### config.mk
export PLATFORM = sky130hd
export DESIGN_NAME = five_bit_code_dictionary_unpacker_core
export DESIGN_NICKNAME = d
export VERILOG_FILES = /design/src/rtl/fdu_pkg.sv /design/src/rtl/fdu_front.sv /design/src/rtl/fdu_queue.sv /design/src/rtl/fdu_back.sv /design/src/rtl/five_bit_code_dictionary_unpacker_core.sv
export SDC_FILE = /design/constraint.sdc
export NUM_CORES = 1
export LEC_CHECK = 0
export BUFFER_PORTS_ARGS = -buffer_cell sky130_fd_sc_hd__buf_2
export CORE_MARGIN = 1
export CORE_UTILIZATION = 50
export DETAILED_ROUTE_END_ITERATION = 10
export PLACE_DENSITY = 0.65
export SLEW_MARGIN = 20
export SYNTH_ARGS = -nofsm -noshare
export SYNTH_HDL_FRONTEND = slang
export SYNTH_SLANG_ARGS = --single-unit
### constraint.sdc
create_clock -name clk -period 4.1 [get_ports clk]
set_input_delay 0.205 -clock clk [delete_from_list [all_inputs] [get_ports clk]]
set_output_delay 0.205 -clock clk [all_outputs]
set_load 0.005 [all_outputs]
### src/rtl/fdu_pkg.sv
`default_nettype none
package fdu_pkg;

  localparam int CODE_W      = 5;
  localparam int CHAR_W      = 8;
  localparam int BYTE_W      = 8;
  localparam int TABLE_W     = 64;
  localparam int NUM_TABLE   = 4;
  localparam int CFG_IDX_W   = 3;
  localparam int LEFT_W      = 4;
  localparam int LEFT_CNT_W  = 3;
  localparam int ACC_W       = LEFT_W + BYTE_W;
  localparam int AVAIL_W     = 4;
  localparam int QUEUE_DEPTH = 2;

  localparam logic [CODE_W-1:0] END_CODE = 5'h1F;

  // One queue entry: the codes a single input byte produced, in order
  typedef struct packed {
    logic [CODE_W-1:0] code0;
    logic [CODE_W-1:0] code1;
    logic              two;
  } fdu_entry_t;

endpackage
`default_nettype wire

### src/rtl/fdu_front.sv
`default_nettype none
module fdu_front
  import fdu_pkg::*;
(
  input  wire logic              clk,
  input  wire logic              rst_n,
  input  wire logic              in_push,
  input  wire logic [BYTE_W-1:0] in_byte,
  input  wire logic              q_full,
  output logic                   q_push,
  output fdu_entry_t             q_entry
);

  logic [LEFT_W-1:0]     left_bits_r, left_bits_nxt;
  logic [LEFT_CNT_W-1:0] left_cnt_r, left_cnt_nxt;
  logic                  done_r, done_nxt;

  logic [ACC_W-1:0]      acc;
  logic [AVAIL_W-1:0]    avail;
  logic [LEFT_CNT_W-1:0] rem1;
  logic [LEFT_CNT_W-1:0] rem;
  logic                  has2;
  logic [CODE_W-1:0]     code0;
  logic [CODE_W-1:0]     code1;
  logic [ACC_W-1:0]      rem_mask;
  logic                  accept;

  // Split held-over bits plus the new byte into one or two codes
  always_comb begin
    acc      = {left_bits_r, in_byte};
    avail    = AVAIL_W'(left_cnt_r) + AVAIL_W'(BYTE_W);
    rem1     = LEFT_CNT_W'(avail - AVAIL_W'(CODE_W));
    has2     = (rem1 >= LEFT_CNT_W'(CODE_W));
    code0    = CODE_W'(acc >> rem1);
    code1    = CODE_W'(acc >> (rem1 - LEFT_CNT_W'(CODE_W)));
    rem      = has2 ? (rem1 - LEFT_CNT_W'(CODE_W)) : rem1;
    rem_mask = (ACC_W'(1) << rem) - ACC_W'(1);
  end

  // Classify the byte and update the carry state
  always_comb begin
    accept        = in_push && !q_full;
    q_push        = 1'b0;
    q_entry.code0 = code0;
    q_entry.code1 = code1;
    q_entry.two   = has2;
    left_bits_nxt = left_bits_r;
    left_cnt_nxt  = left_cnt_r;
    done_nxt      = done_r;
    if (accept && !done_r) begin
      if (code0 == END_CODE) begin
        done_nxt      = 1'b1;
        left_bits_nxt = '0;
        left_cnt_nxt  = '0;
      end else if (has2 && (code1 == END_CODE)) begin
        q_push        = 1'b1;
        q_entry.two   = 1'b0;
        done_nxt      = 1'b1;
        left_bits_nxt = '0;
        left_cnt_nxt  = '0;
      end else begin
        q_push        = 1'b1;
        left_cnt_nxt  = rem;
        left_bits_nxt = LEFT_W'(acc & rem_mask);
      end
    end
  end

  always_ff @(posedge clk) begin
    if (!rst_n) begin
      left_bits_r <= '0;
      left_cnt_r  <= '0;
      done_r      <= 1'b0;
    end else begin
      left_bits_r <= left_bits_nxt;
      left_cnt_r  <= left_cnt_nxt;
      done_r      <= done_nxt;
    end
  end

endmodule
`default_nettype wire

### src/rtl/fdu_queue.sv
`default_nettype none
module fdu_queue
  import fdu_pkg::*;
#(
  parameter int DEPTH = QUEUE_DEPTH
) (
  input  wire logic       clk,
  input  wire logic       rst_n,
  input  wire logic       push,
  input  wire fdu_entry_t wdata,
  output logic            full,
  input  wire logic       pop,
  output fdu_entry_t      rdata,
  output logic            empty
);

  localparam int PTR_W = $clog2(DEPTH);
  localparam int CNT_W = $clog2(DEPTH + 1);

  fdu_entry_t        mem_r [DEPTH];
  logic [PTR_W-1:0]  wr_ptr_r, wr_ptr_nxt;
  logic [PTR_W-1:0]  rd_ptr_r, rd_ptr_nxt;
  logic [CNT_W-1:0]  cnt_r, cnt_nxt;
  logic              do_push;
  logic              do_pop;

  assign full  = (cnt_r == CNT_W'(DEPTH));
  assign empty = (cnt_r == '0);
  assign rdata = mem_r[rd_ptr_r];

  // Pointer and fill count update
  always_comb begin
    do_push    = push && !full;
    do_pop     = pop && !empty;
    wr_ptr_nxt = wr_ptr_r;
    rd_ptr_nxt = rd_ptr_r;
    cnt_nxt    = cnt_r;
    if (do_push) begin
      wr_ptr_nxt = (wr_ptr_r == PTR_W'(DEPTH - 1)) ? '0 : wr_ptr_r + PTR_W'(1);
    end
    if (do_pop) begin
      rd_ptr_nxt = (rd_ptr_r == PTR_W'(DEPTH - 1)) ? '0 : rd_ptr_r + PTR_W'(1);
    end
    if (do_push && !do_pop) begin
      cnt_nxt = cnt_r + CNT_W'(1);
    end else if (do_pop && !do_push) begin
      cnt_nxt = cnt_r - CNT_W'(1);
    end
  end

  always_ff @(posedge clk) begin
    if (!rst_n) begin
      wr_ptr_r <= '0;
      rd_ptr_r <= '0;
      cnt_r    <= '0;
    end else begin
      wr_ptr_r <= wr_ptr_nxt;
      rd_ptr_r <= rd_ptr_nxt;
      cnt_r    <= cnt_nxt;
    end
  end

  // Entry storage
  always_ff @(posedge clk) begin
    if (do_push) begin
      mem_r[wr_ptr_r] <= wdata;
    end
  end

endmodule
`default_nettype wire

### src/rtl/fdu_back.sv
`default_nettype none
module fdu_back
  import fdu_pkg::*;
(
  input  wire logic                 clk,
  input  wire logic                 rst_n,
  input  wire logic                 cfg_we,
  input  wire logic [CFG_IDX_W-1:0] cfg_index,
  input  wire logic [TABLE_W-1:0]   cfg_data,
  input  wire fdu_entry_t           q_head,
  input  wire logic                 q_empty,
  output logic                      q_pop,
  output logic [CHAR_W-1:0]         out_char,
  output logic                      out_last_of_run,
  output logic                      out_empty,
  input  wire logic                 out_pop
);

  logic [TABLE_W-1:0] table_r [NUM_TABLE];
  logic [NUM_TABLE*TABLE_W-1:0] dict_flat;

  logic              valid_r, valid_nxt;
  logic              idx_r, idx_nxt;
  logic [CHAR_W-1:0] char_r;
  logic              last_r;

  logic              take;
  logic              load;
  logic [CODE_W-1:0] cur_code;
  logic              cur_last;
  logic [CHAR_W-1:0] cur_char;

  // Dictionary registers; an index past the table list is dropped
  always_ff @(posedge clk) begin
    if (!rst_n) begin
      for (int i = 0; i < NUM_TABLE; i++) begin
        table_r[i] <= '0;
      end
    end else if (cfg_we && (cfg_index < CFG_IDX_W'(NUM_TABLE))) begin
      table_r[cfg_index[$clog2(NUM_TABLE)-1:0]] <= cfg_data;
    end
  end

  always_comb begin
    for (int i = 0; i < NUM_TABLE; i++) begin
      dict_flat[i*TABLE_W +: TABLE_W] = table_r[i];
    end
  end

  // Pick the next code from the queue head and look it up
  always_comb begin
    take      = out_pop && valid_r;
    load      = !q_empty && (!valid_r || take);
    cur_code  = idx_r ? q_head.code1 : q_head.code0;
    cur_last  = idx_r || !q_head.two;
    cur_char  = dict_flat[{cur_code, 3'b000} +: CHAR_W];
    q_pop     = load && cur_last;
    valid_nxt = valid_r;
    idx_nxt   = idx_r;
    if (load) begin
      valid_nxt = 1'b1;
      idx_nxt   = !cur_last;
    end else if (take) begin
      valid_nxt = 1'b0;
    end
  end

  always_ff @(posedge clk) begin
    if (!rst_n) begin
      valid_r <= 1'b0;
      idx_r   <= 1'b0;
    end else begin
      valid_r <= valid_nxt;
      idx_r   <= idx_nxt;
    end
  end

  // Result register
  always_ff @(posedge clk) begin
    if (load) begin
      char_r <= cur_char;
      last_r <= cur_last;
    end
  end

  assign out_char        = char_r;
  assign out_last_of_run = last_r;
  assign out_empty       = !valid_r;

endmodule
`default_nettype wire

### src/rtl/five_bit_code_dictionary_unpacker_core.sv
`default_nettype none
// Channel   Ports                                   Request moves
// input     in_push, in_full, in_byte               one packed byte
// result    out_pop, out_empty, out_char,
//           out_last_of_run                         one decoded character
// config    cfg_we, cfg_index, cfg_data             one 64-bit table word
//
// A byte is split into codes in the cycle it is taken; its codes wait in a
// small queue and the result register emits one character per cycle while
// out_pop keeps taking them. in_full rises only when the queue is full;
// rst_n clears carry state, the end flag, the queue and the dictionary
// words. After the end code every byte that is taken is dropped.
module five_bit_code_dictionary_unpacker_core
  import fdu_pkg::*;
#(
  parameter int QDEPTH = QUEUE_DEPTH
) (
  input  wire logic                 clk,
  input  wire logic                 rst_n,
  input  wire logic                 in_push,
  output logic                      in_full,
  input  wire logic [BYTE_W-1:0]    in_byte,
  output logic                      out_empty,
  input  wire logic                 out_pop,
  output logic [CHAR_W-1:0]         out_char,
  output logic                      out_last_of_run,
  input  wire logic                 cfg_we,
  input  wire logic [CFG_IDX_W-1:0] cfg_index,
  input  wire logic [TABLE_W-1:0]   cfg_data
);

  logic       q_push;
  logic       q_pop;
  logic       q_full;
  logic       q_empty;
  fdu_entry_t q_wdata;
  fdu_entry_t q_head;

  assign in_full = q_full;

  fdu_front u_front (
    .clk     (clk),
    .rst_n   (rst_n),
    .in_push (in_push),
    .in_byte (in_byte),
    .q_full  (q_full),
    .q_push  (q_push),
    .q_entry (q_wdata)
  );

  fdu_queue #(
    .DEPTH (QDEPTH)
  ) u_queue (
    .clk   (clk),
    .rst_n (rst_n),
    .push  (q_push),
    .wdata (q_wdata),
    .full  (q_full),
    .pop   (q_pop),
    .rdata (q_head),
    .empty (q_empty)
  );

  fdu_back u_back (
    .clk             (clk),
    .rst_n           (rst_n),
    .cfg_we          (cfg_we),
    .cfg_index       (cfg_index),
    .cfg_data        (cfg_data),
    .q_head          (q_head),
    .q_empty         (q_empty),
    .q_pop           (q_pop),
    .out_char        (out_char),
    .out_last_of_run (out_last_of_run),
    .out_empty       (out_empty),
    .out_pop         (out_pop)
  );

endmodule
`default_nettype wire
==> results of run 1 <==
[power breakdown]
group / internal (mW) / total, mW / switching, mW
Clock: 1.78 / 2.96 / 1.18
Combinational: 2.03 / 4.71 / 2.68
Sequential: 3.92 / 4.09 / 0.175
[through the flow]
step	hold WS, ps	utilization
final	14.5	0.580
after global routing	12.0	0.580
after CTS	1.33	0.580
after detailed placement	483	0.541
after global placement	472	0.541
after floorplan	356	-
[flip-flops by register name, indices dropped and copies added (netlist names), named ones only]
name,flops
u_back.idx_r,1
u_queue.cnt_r,2
u_queue.wr_ptr_r,1
u_queue.mem_r,22
u_front.left_cnt_r,3
u_front.done_r,1
u_front.left_bits_r,4
u_back.table_r,256
u_queue.rd_ptr_r,1
u_back.out_last_of_run,1
u_back.valid_r,1
u_back.out_char,8
[cells in the final DEF (no fill, tap or decap), types with 3 or more instances in the layout]
cell type  synthesis  layout
and2_1           261     261
buf_2             23      90
buf_4              1      13
clkbuf_1          35      10
clkbuf_16          0      37
clkinv_1           0       5
clkinv_2           0       4
dfxtp_1           15      15
edfxtp_1         287     287
ha_1               5       5
inv_1              5       5
mux2_2            10      10
mux2i_1          195     195
mux4_1            11      11
mux4_2            11       9
nand2_1           20      19
nand2b_1           8       5
nand2b_4           0       3
nand3_1            9       9
nor2_1            12      12
nor2b_1            4       4
nor4_1             8       8
o21ai_0            5       5
o22ai_1           32      32
o31ai_1            5       5
xnor2_1            4       4
[routing by layer]
layer  vias to the layer above  share of wire
met4                         0          0.014
met5                         -              0
met3                        38          0.054
li1                       3863              -
met1                      4156           0.48
met2                       210           0.45
[layout make-up]
cell class,instances,area [um2]
Fill cell,2293,11800
Sequential cell,302,8920
Multi-Input combinational cell,632,5230
Clock buffer,48,977
Timing Repair Buffer,105,568
Tap cell,378,473
Clock inverter,12,106
Inverter,5,18.8
[cell families (layout without fill, tap and decap cells)]
family,count (synthesis),in the layout,synth area share
simple gates,340,340,0.143
flops,302,302,0.619
mux,227,227,0.181
buf+inv,70,170,0.0219
compound gates,52,52,0.0247
xor+xnor,8,8,0.00686
fa+ha+maj,5,5,0.00434
[path summary, 6_finish.rpt]
check	cells after the start	endpoint	start
worst max-delay path	9	u_queue.cnt_r[1]	u_front.left_cnt_r[1]
worst max register to register	9	u_queue.cnt_r[1]	u_front.left_cnt_r[1]
worst min-delay path	2	u_back.table_r[1][35]	cfg_data[35]
worst min register to register	2	u_queue.wr_ptr_r	u_queue.wr_ptr_r
[critical path, cell delays in order, from the launching register on]
cell and delay [ps]:
dfxtp_1 360, inv_1 70, ha_1 680, mux4_2 570, mux2_2 310, and4_4 190, a21oi_1 340, ha_1 340
or3_1 340, a21boi_0 190
[what timing repair did]
item | in CTS | in global routing
resized for setup | 0 | 0
endpoints found under the hold margin | 4 | 0
hold buffers | 2 | 0
==> results.sh, run 1 <==
export IMPL_drt_iter0_markers=613
export IMPL_wire_per_inst_um=21.3
export IMPL_ys_ff_latch=302
export IMPL_synth_nets=1089
export IMPL_ys_types=48
export IMPL_wl_um=31500
export IMPL_die_h_um=172
export IMPL_grtUsageTotal=0.218
export IMPL_worst_slack_ps=604
export IMPL_layout_drive_gt1_share=0.165
export IMPL_synth_warnings=0
export IMPL_tightest_slew_ps=1120
export IMPL_cap_viol_max_count=0
export IMPL_routed_via_density=5.58
export IMPL_worstPathMaxFanout=16
export IMPL_detailedPlace_worstSlack_ps=621
export IMPL_powerDensity_nw_per_um2=722
export IMPL_num_vias=8267
export IMPL_hold_viol=0
export IMPL_dieArea_um2=29500
export IMPL_path_clk_slew_ps=60
export IMPL_synth_area_per_cell_um2=14.4
export IMPL_totalPowerFinal_mw=11.8
export IMPL_post_cts_setup_buffers=0
export IMPL_top_usage_layer="met2"
export IMPL_post_place_cells=1420
export IMPL_fmax_mhz=286
export IMPL_skew_ps=11.5
export IMPL_clk_latency_ps=510
export IMPL_p_leak_nw=6.32
export IMPL_yosys_area_top_type="edfxtp_1"
export IMPL_synthCells=1004
export IMPL_grt_overflow=0
export IMPL_rows=61
export IMPL_synth_most_common_cell="edfxtp_1"
export IMPL_max_slew_margin=0.250
export IMPL_ioPinCount=91
export IMPL_yosysTopAreaCellShare=0.598
export IMPL_place_congestion=0.790
export IMPL_ant_nets=0
export IMPL_rsz0062_at_grt="no"
export IMPL_ir_worst_vdd_mv=0.643
export IMPL_yosysSeqAreaShare=0.619
export IMPL_grt_max_degree=65
export IMPL_io_buffer_count=90
export IMPL_start_kind="flop"
export IMPL_ys_top_cells_by_count="edfxtp_1 (287), and2_1 (261), mux2i_1 (195), clkbuf_1 (35), o22ai_1 (32)"
export IMPL_finalNonFillerCells=1482
export IMPL_cp_arrival_ps=3920
export IMPL_finish_net_count=1165
export IMPL_synth_ff_type="edfxtp_1"
export IMPL_n_antenna_cell=0
export IMPL_synthToLayoutAreaGrowth_pct=13.0
export IMPL_cts_sinks=302
export IMPL_finalCritPeriodShare=0.853
export IMPL_yosys_top_cells_area="edfxtp_1 (60%), mux2i_1 (14%), and2_1 (11%), dfxtp_1 (2.1%), mux4_1 (2.0%)"
export IMPL_crit_path_end_kind="flop"
export IMPL_root_buffer="clkbuf_16"
export IMPL_die_x_um=172
export IMPL_grt_pass1_vias=7991
export IMPL_initial_core_util=0.513
export IMPL_hold_class="in2reg"
export IMPL_synth_edf_count=287
export IMPL_dp_hpwl_um=20100
export IMPL_r2r_slack_ps=600
export IMPL_cp_required_ps=4520
export IMPL_dr_pass1_iters=5
export IMPL_cts_tree="built"
export IMPL_cts_max_level=2
export IMPL_cts_buffers=34
export IMPL_crit_type="reg2reg"
export IMPL_grt_antenna_before_repair=0
export IMPL_fp_coreArea_um2=28100
export IMPL_drc=0
export IMPL_finalSetupViolations=0
export IMPL_met3_usage=0.0361
export IMPL_use_met2=0.337
export IMPL_period_minus_slack_ps=3500
export IMPL_setup_tns_ps=0
export IMPL_grt_pass1_wl_um=47300
export IMPL_cts_max_path_buffers=3
export IMPL_grtUsageMet1=0.322
export IMPL_slew_violations=0
export IMPL_netlist_area_um2=14400
export IMPL_status="complete, no violations"
export IMPL_placed_area_um2=15200
export IMPL_async_reset_ff_frac=0
export IMPL_fin_area_um2=16300
Note: power is estimated with default switching activity, not from simulation.
==> run 2: changes to the inputs <==
--- a/config.mk
+++ b/config.mk
@@ -5,11 +5,12 @@
 export SDC_FILE = /design/constraint.sdc
 export NUM_CORES = 1
 export LEC_CHECK = 0
-export BUFFER_PORTS_ARGS = -buffer_cell sky130_fd_sc_hd__buf_2
 export CORE_MARGIN = 1
 export CORE_UTILIZATION = 50
 export DETAILED_ROUTE_END_ITERATION = 10
-export PLACE_DENSITY = 0.65
+export DONT_BUFFER_PORTS = 1
+export GPL_TIMING_DRIVEN = 0
+export PLACE_DENSITY = 0.62
 export SLEW_MARGIN = 20
 export SYNTH_ARGS = -nofsm -noshare
 export SYNTH_HDL_FRONTEND = slang
==> results.sh, run 2 (synthesis results as in run 1) <==
export IMPL_status="complete, no violations"
export IMPL_wl_um=39900
export IMPL_cts_max_path_buffers=3
export IMPL_hold_class="in2reg"
export IMPL_num_vias=8804
export IMPL_period_minus_slack_ps=3720
export IMPL_dp_hpwl_um=26700
export IMPL_grt_pass1_vias=8541
export IMPL_cp_required_ps=4590
export IMPL_start_kind="flop"
export IMPL_r2r_start="u_front.left_cnt_r[0]"
export IMPL_cpMaxStageDelayCell="dfxtp_1"
export IMPL_place_congestion=0.942
export IMPL_cts_sinks=302
export IMPL_powerDensity_nw_per_um2=728
export IMPL_cp_arrival_ps=4210
export IMPL_max_stage_delay_ps=370
export IMPL_fmax_mhz=269
export IMPL_rsz0062_at_grt="no"
export IMPL_grt_max_degree=51
export IMPL_cts_max_level=1
export IMPL_worstHoldStart="out_pop"
export IMPL_initial_core_util=0.513
export IMPL_cap_viol_max_count=0
export IMPL_min_path_cells=2
export IMPL_die_h_um=172
export IMPL_top_register="u_back.table_r"
export IMPL_final_common_cell="edfxtp_1"
export IMPL_grt_overflow=0
export IMPL_ant_nets=0
export IMPL_finalNonFillerCells=1514
export IMPL_slew_violations=0
export IMPL_grtUsageTotal=0.276
export IMPL_worst_path_most_repeated_cell="ha_1"
export IMPL_crit_type="reg2reg"
export IMPL_max_slew_margin=0.394
export IMPL_path_clk_slew_ps=60
export IMPL_cts_buffers=31
export IMPL_die_x_um=172
export IMPL_clk_latency_ps=570
export IMPL_worstReg2RegEnd="u_queue.cnt_r[1]"
export IMPL_min_to="u_back.valid_r"
export IMPL_largest_register_ffs=256
export IMPL_ir_worst_vdd_mv=0.508
export IMPL_layout_drive_gt1_share=0.0969
export IMPL_skew_ps=17.3
export IMPL_hold_viol=0
export IMPL_dieArea_um2=29500
export IMPL_drc=0
export IMPL_totalPowerFinal_mw=12.2
export IMPL_dr_pass1_iters=5
export IMPL_finalSetupViolations=0
export IMPL_reg2reg_depth=14
export IMPL_synthToLayoutAreaGrowth_pct=16.1
export IMPL_ioPinCount=91
export IMPL_crit_path_end_kind="flop"
export IMPL_post_place_cells=1386
export IMPL_routed_via_density=5.82
export IMPL_path_cells="buf_6 > buf_8 > clkbuf_2 > inv_1 > ha_1 > buf_2 > buf_4 > mux4_1 > mux2_2 > and4_4 > a21oi_2 > ha_1 > or3_1 > a21boi_0"
export IMPL_grt_antenna_before_repair=1
export IMPL_rows=61
export IMPL_fp_coreArea_um2=28100
export IMPL_grt_pass1_wl_um=56700
export IMPL_finish_net_count=1198
export IMPL_root_buffer="clkbuf_16"
export IMPL_p_leak_nw=6.35
export IMPL_cts_tree="built"
export IMPL_mostFrequentLayoutCells="edfxtp_1 (287), and2_1 (261), mux2i_1 (195)"
export IMPL_tightest_slew_ps=910
export IMPL_finalCritPeriodShare=0.908
export IMPL_wire_per_inst_um=26.4
export IMPL_worstPathMaxFanout=10
export IMPL_io_buffer_count=0
export IMPL_r2r_slack_ps=380
export IMPL_drt_iter0_markers=884
## run 2: metrics by stage
step                hold WS, ps  setup WS (ps)  setup TNS (ps)  utilization  cell area [um2]
CTS                        6.75           13.9               0        0.595            16700
global route               29.5            112               0        0.596            16700
global placement            362           -510          -91710        0.530            14900
detailed placement          371           -360           -4060        0.534            15000
finish                     30.3            377               0        0.596            16700
floorplan                   356            419               0            -            14400
## run 2: repair_timing
item	in CTS	in global routing
resized for setup	3	3
hold buffers	72	0
pin swaps	0	0
hold endpoints to repair	261	0
cloned	0	0
endpoints found under the setup margin	23	24
buffers inserted	0	0
## run 2: how the worst max path moves through the flow
stage                                from                    end  depth (start not counted)
global route        u_front.left_cnt_r[0]       u_queue.cnt_r[1]                         14
CTS                 u_front.left_cnt_r[0]       u_queue.cnt_r[1]                         14
global placement                    rst_n  u_back.table_r[0][42]                          5
finish              u_front.left_cnt_r[0]       u_queue.cnt_r[1]                         14
detailed placement  u_front.left_cnt_r[0]    u_queue.mem_r[0][4]                         11
floorplan           u_front.left_cnt_r[0]    u_queue.mem_r[0][0]                         12
## run 2: final cells by class
cell class	count	area (um2)
fill	2297	11400
sequential	302	8920
multi-input combinational	632	5230
clock buffer	44	885
timing repair buffer	76	808
tap	378	473
buffer	65	298
clock inverter	11	104
inverter	5	18.8
antenna	1	2.50
## run 2: routing by layer
layer,part of all wire,track usage,wire (um)
met3,0.068,0.0338,2720
met1,0.43,0.384,17000
met2,0.48,0.457,19000
met4,0.029,0.0777,1160
met5,0,0,0
## run 2: worst max-delay path, delay by kind of cell, from the launching register on
| kind | cells | cell delay (ps) |
|---|---|---|
| buffers and inverters | 6 | 1050 |
| multiplexers | 2 | 640 |
| AND/OR/NAND/NOR | 2 | 570 |
| AO/OA/AOI/OAI | 2 | 410 |
| flip-flops | 1 | 370 |
| adder cells (fa/ha/maj) | 2 | 600 |
## run 2: where the power goes
group          total [mW]  switching [mW]  internal [mW]
Combinational        5.38            3.29           2.08
Clock                2.76            1.15           1.61
Sequential           4.05           0.136           3.91
==> run 3: changes to the inputs <==
--- a/config.mk
+++ b/config.mk
@@ -14,4 +14,6 @@
 export SLEW_MARGIN = 20
 export SYNTH_ARGS = -nofsm -noshare
 export SYNTH_HDL_FRONTEND = slang
+export SYNTH_HIERARCHICAL = 1
 export SYNTH_SLANG_ARGS = --single-unit
+export TNS_END_PERCENT = 50
==> results.sh, run 3 <==
export IMPL_status="complete, no violations"
export IMPL_yosys_top_cells_area="edfxtp_1 (58%), mux4_2 (8.6%), and2_1 (8.4%), and3_1 (2.8%), nand2b_1 (2.3%)"
export IMPL_max_slew_margin=0.247
export IMPL_largest_register_ffs=256
export IMPL_synthToLayoutAreaGrowth_pct=17.0
export IMPL_wl_um=41900
export IMPL_fp_coreArea_um2=29000
export IMPL_switching_share=0.374
export IMPL_crit_path_end_kind="flop"
export IMPL_place_congestion=0.915
export IMPL_async_reset_ff_frac=0
export IMPL_yosysTopAreaCellShare=0.580
export IMPL_cts_max_level=2
export IMPL_skew_ps=13.1
export IMPL_finalNonFillerCells=1621
export IMPL_hold_class="in2reg"
export IMPL_n_antenna_cell=0
export IMPL_grt_pass1_vias=9962
export IMPL_crit_buf_inv=6
export IMPL_synth_edf_count=287
export IMPL_rows=62
export IMPL_clk_latency_ps=510
export IMPL_r2r_slack_ps=240
export IMPL_drt_iter0_markers=1035
export IMPL_cts_max_path_buffers=3
export IMPL_start_kind="flop"
export IMPL_die_h_um=174
export IMPL_routed_via_density=6.17
export IMPL_pwr_share_clk=0.230
export IMPL_cpMaxStageDelayCell="mux4_2"
export IMPL_cts_sinks=302
export IMPL_cp_required_ps=4540
export IMPL_final_common_cell="edfxtp_1"
export IMPL_cts_buffers=34
export IMPL_top_register="u_back/table_r"
export IMPL_powerDensity_nw_per_um2=737
export IMPL_post_place_cells=1490
export IMPL_crit_type="reg2reg"
export IMPL_drc=0
export IMPL_netlist_area_um2=14900
export IMPL_cts_tree="built"
export IMPL_yosys_area_top_type="edfxtp_1"
export IMPL_ys_types=61
export IMPL_setup_tns_ps=0
export IMPL_initial_core_util=0.512
export IMPL_path_clk_slew_ps=60
export IMPL_grt_pass1_wl_um=62900
export IMPL_dieArea_um2=30400
export IMPL_grt_antenna_before_repair=1
export IMPL_finalCritPeriodShare=0.941
export IMPL_finalSetupViolations=0
export IMPL_period_minus_slack_ps=3860
export IMPL_dp_hpwl_um=28900
export IMPL_wire_per_inst_um=25.9
export IMPL_grtUsageTotal=0.283
export IMPL_slew_violations=0
export IMPL_p_comb_frac=0.453
export IMPL_grt_overflow=0
export IMPL_synth_area_per_cell_um2=13.5
export IMPL_synth_warnings=6
export IMPL_worst_slack_ps=244
export IMPL_p_int_mw=8.02
export IMPL_yosysSeqAreaShare=0.600
export IMPL_detailedPlace_worstSlack_ps=-177
export IMPL_max_stage_delay_ps=500
export IMPL_sequentialPowerShare=0.317
export IMPL_synthCells=1097
export IMPL_fmax_mhz=259
export IMPL_tightest_slew_ps=1130
export IMPL_root_buffer="clkbuf_16"
export IMPL_ioPinCount=91
export IMPL_ant_nets=0
export IMPL_synth_nets=1182
export IMPL_num_vias=10000
export IMPL_mostFrequentLayoutCells="edfxtp_1 (287), and2_1 (199), dlygate4sd3_1 (71)"
export IMPL_hold_viol=0
export IMPL_synth_most_common_cell="edfxtp_1"
export IMPL_p_leak_nw=6.29
export IMPL_placed_area_um2=15600
export IMPL_ir_worst_vdd_mv=0.432
export IMPL_io_buffer_count=0
export IMPL_utilization=0.600
export IMPL_layout_drive_gt1_share=0.139
export IMPL_grt_max_degree=41
export IMPL_rsz0062_at_grt="no"
export IMPL_cp_arrival_ps=4290
export IMPL_finish_net_count=1298
export IMPL_die_x_um=174
export IMPL_power_switching_mw=4.79
export IMPL_synth_ff_type="edfxtp_1"
export IMPL_worstPathMaxFanout=10
export IMPL_fin_area_um2=17400
export IMPL_dr_pass1_iters=5
export IMPL_cp_top_family="buffers and inverters"
export IMPL_ys_top_cells_by_count="edfxtp_1 (287), and2_1 (199), and3_1 (67), mux4_2 (57), nand2b_1 (55)"
export IMPL_ys_ff_latch=302
export IMPL_cap_viol_max_count=0
export IMPL_path_cells="buf_6 > buf_6 > buf_4 > inv_2 > ha_1 > clkbuf_4 > mux4_2 > mux2_2 > nand3_1 > nand3b_4 > and2_1 > inv_1 > nor2_1 > ha_1 > or3_1 > a21boi_1"
## run 3: cell count changes in the layout (fill, tap and decap cells not counted), sizes merged, moves of 27 or more
cell	change
mux2i	-174
nand2b	+47
a22oi	+27
and3	+66
mux4	+35
and2	-61
a21oi	+27
nand2	+34
## run 3: logic make-up (layout without fill, tap and decap cells)
kind of cell               Yosys count  count (layout)  synth area share
xor gates and xnor gates             7               7           0.00513
AOI/OAI and AO/OA                  147             147            0.0690
adders and majority gates            5               5           0.00421
muxes                              104             104             0.120
and+or+nand+nor                    438             438             0.172
buffers and inverters               94             234            0.0291
DFF                                302             302             0.600
## run 3: final timing paths
check,from,endpoint,cells after the start
setup / recovery,u_front/left_cnt_r[0],u_queue/cnt_r[1],16
hold / removal,in_push,u_front/left_bits_r[2],3
setup reg to reg,u_front/left_cnt_r[0],u_queue/cnt_r[1],16
hold reg to reg,u_front/done_r,u_front/done_r,1
## run 3: through the flow
stage	hold slack, ps	total power [mW]
global placement	330	9.60
finish	112	12.8
global route	135	13.4
detailed placement	333	9.69
CTS	100	12.7
floorplan	323	7.97
## run 3: power by group through the flow
stage	Combinational [mW]	Sequential, mW	Clock (mW)
floorplan	3.89	4.07	0
global placement	5.47	4.13	0
detailed placement	5.57	4.12	0
CTS	5.69	4.06	3.00
global route	6.15	4.10	3.11
finish	5.81	4.06	2.95
## run 3: final cells by class
| cell class | count | area, um2 |
|---|---|---|
| clock inverters | 14 | 143 |
| flip-flops and latches | 302 | 8920 |
| fillers | 2295 | 11600 |
| inverters | 19 | 71.3 |
| multi-input cells | 701 | 5580 |
| plain buffers | 75 | 377 |
| well taps | 384 | 480 |
| repair buffers | 80 | 911 |
| clock buffers | 46 | 917 |
## run 3: what timing repair did
| action | in CTS | in global routing |
|---|---|---|
| hold buffers | 71 | 0 |
| endpoints found under the setup margin | 12 | 25 |
| setup buffers | 0 | 0 |
| resized for setup | 1 | 7 |
| endpoints found under the hold margin | 270 | 0 |
| pin swaps | 0 | 0 |
## run 3: layer usage
metal  vias up  share of wire  global-route usage
met5         -              0                   0
met4         0          0.034               0.102
met3        85          0.076              0.0479
met2       478           0.49               0.467
met1      5055           0.40               0.377
li1       4385              -                   -
## run 3: worst min-delay path: cells and delay by family
| family | cells | cell delay (ps) |
|---|---|---|
| AOI/OAI and AO/OA | 1 | 80 |
| and+or+nand+nor | 2 | 290 |
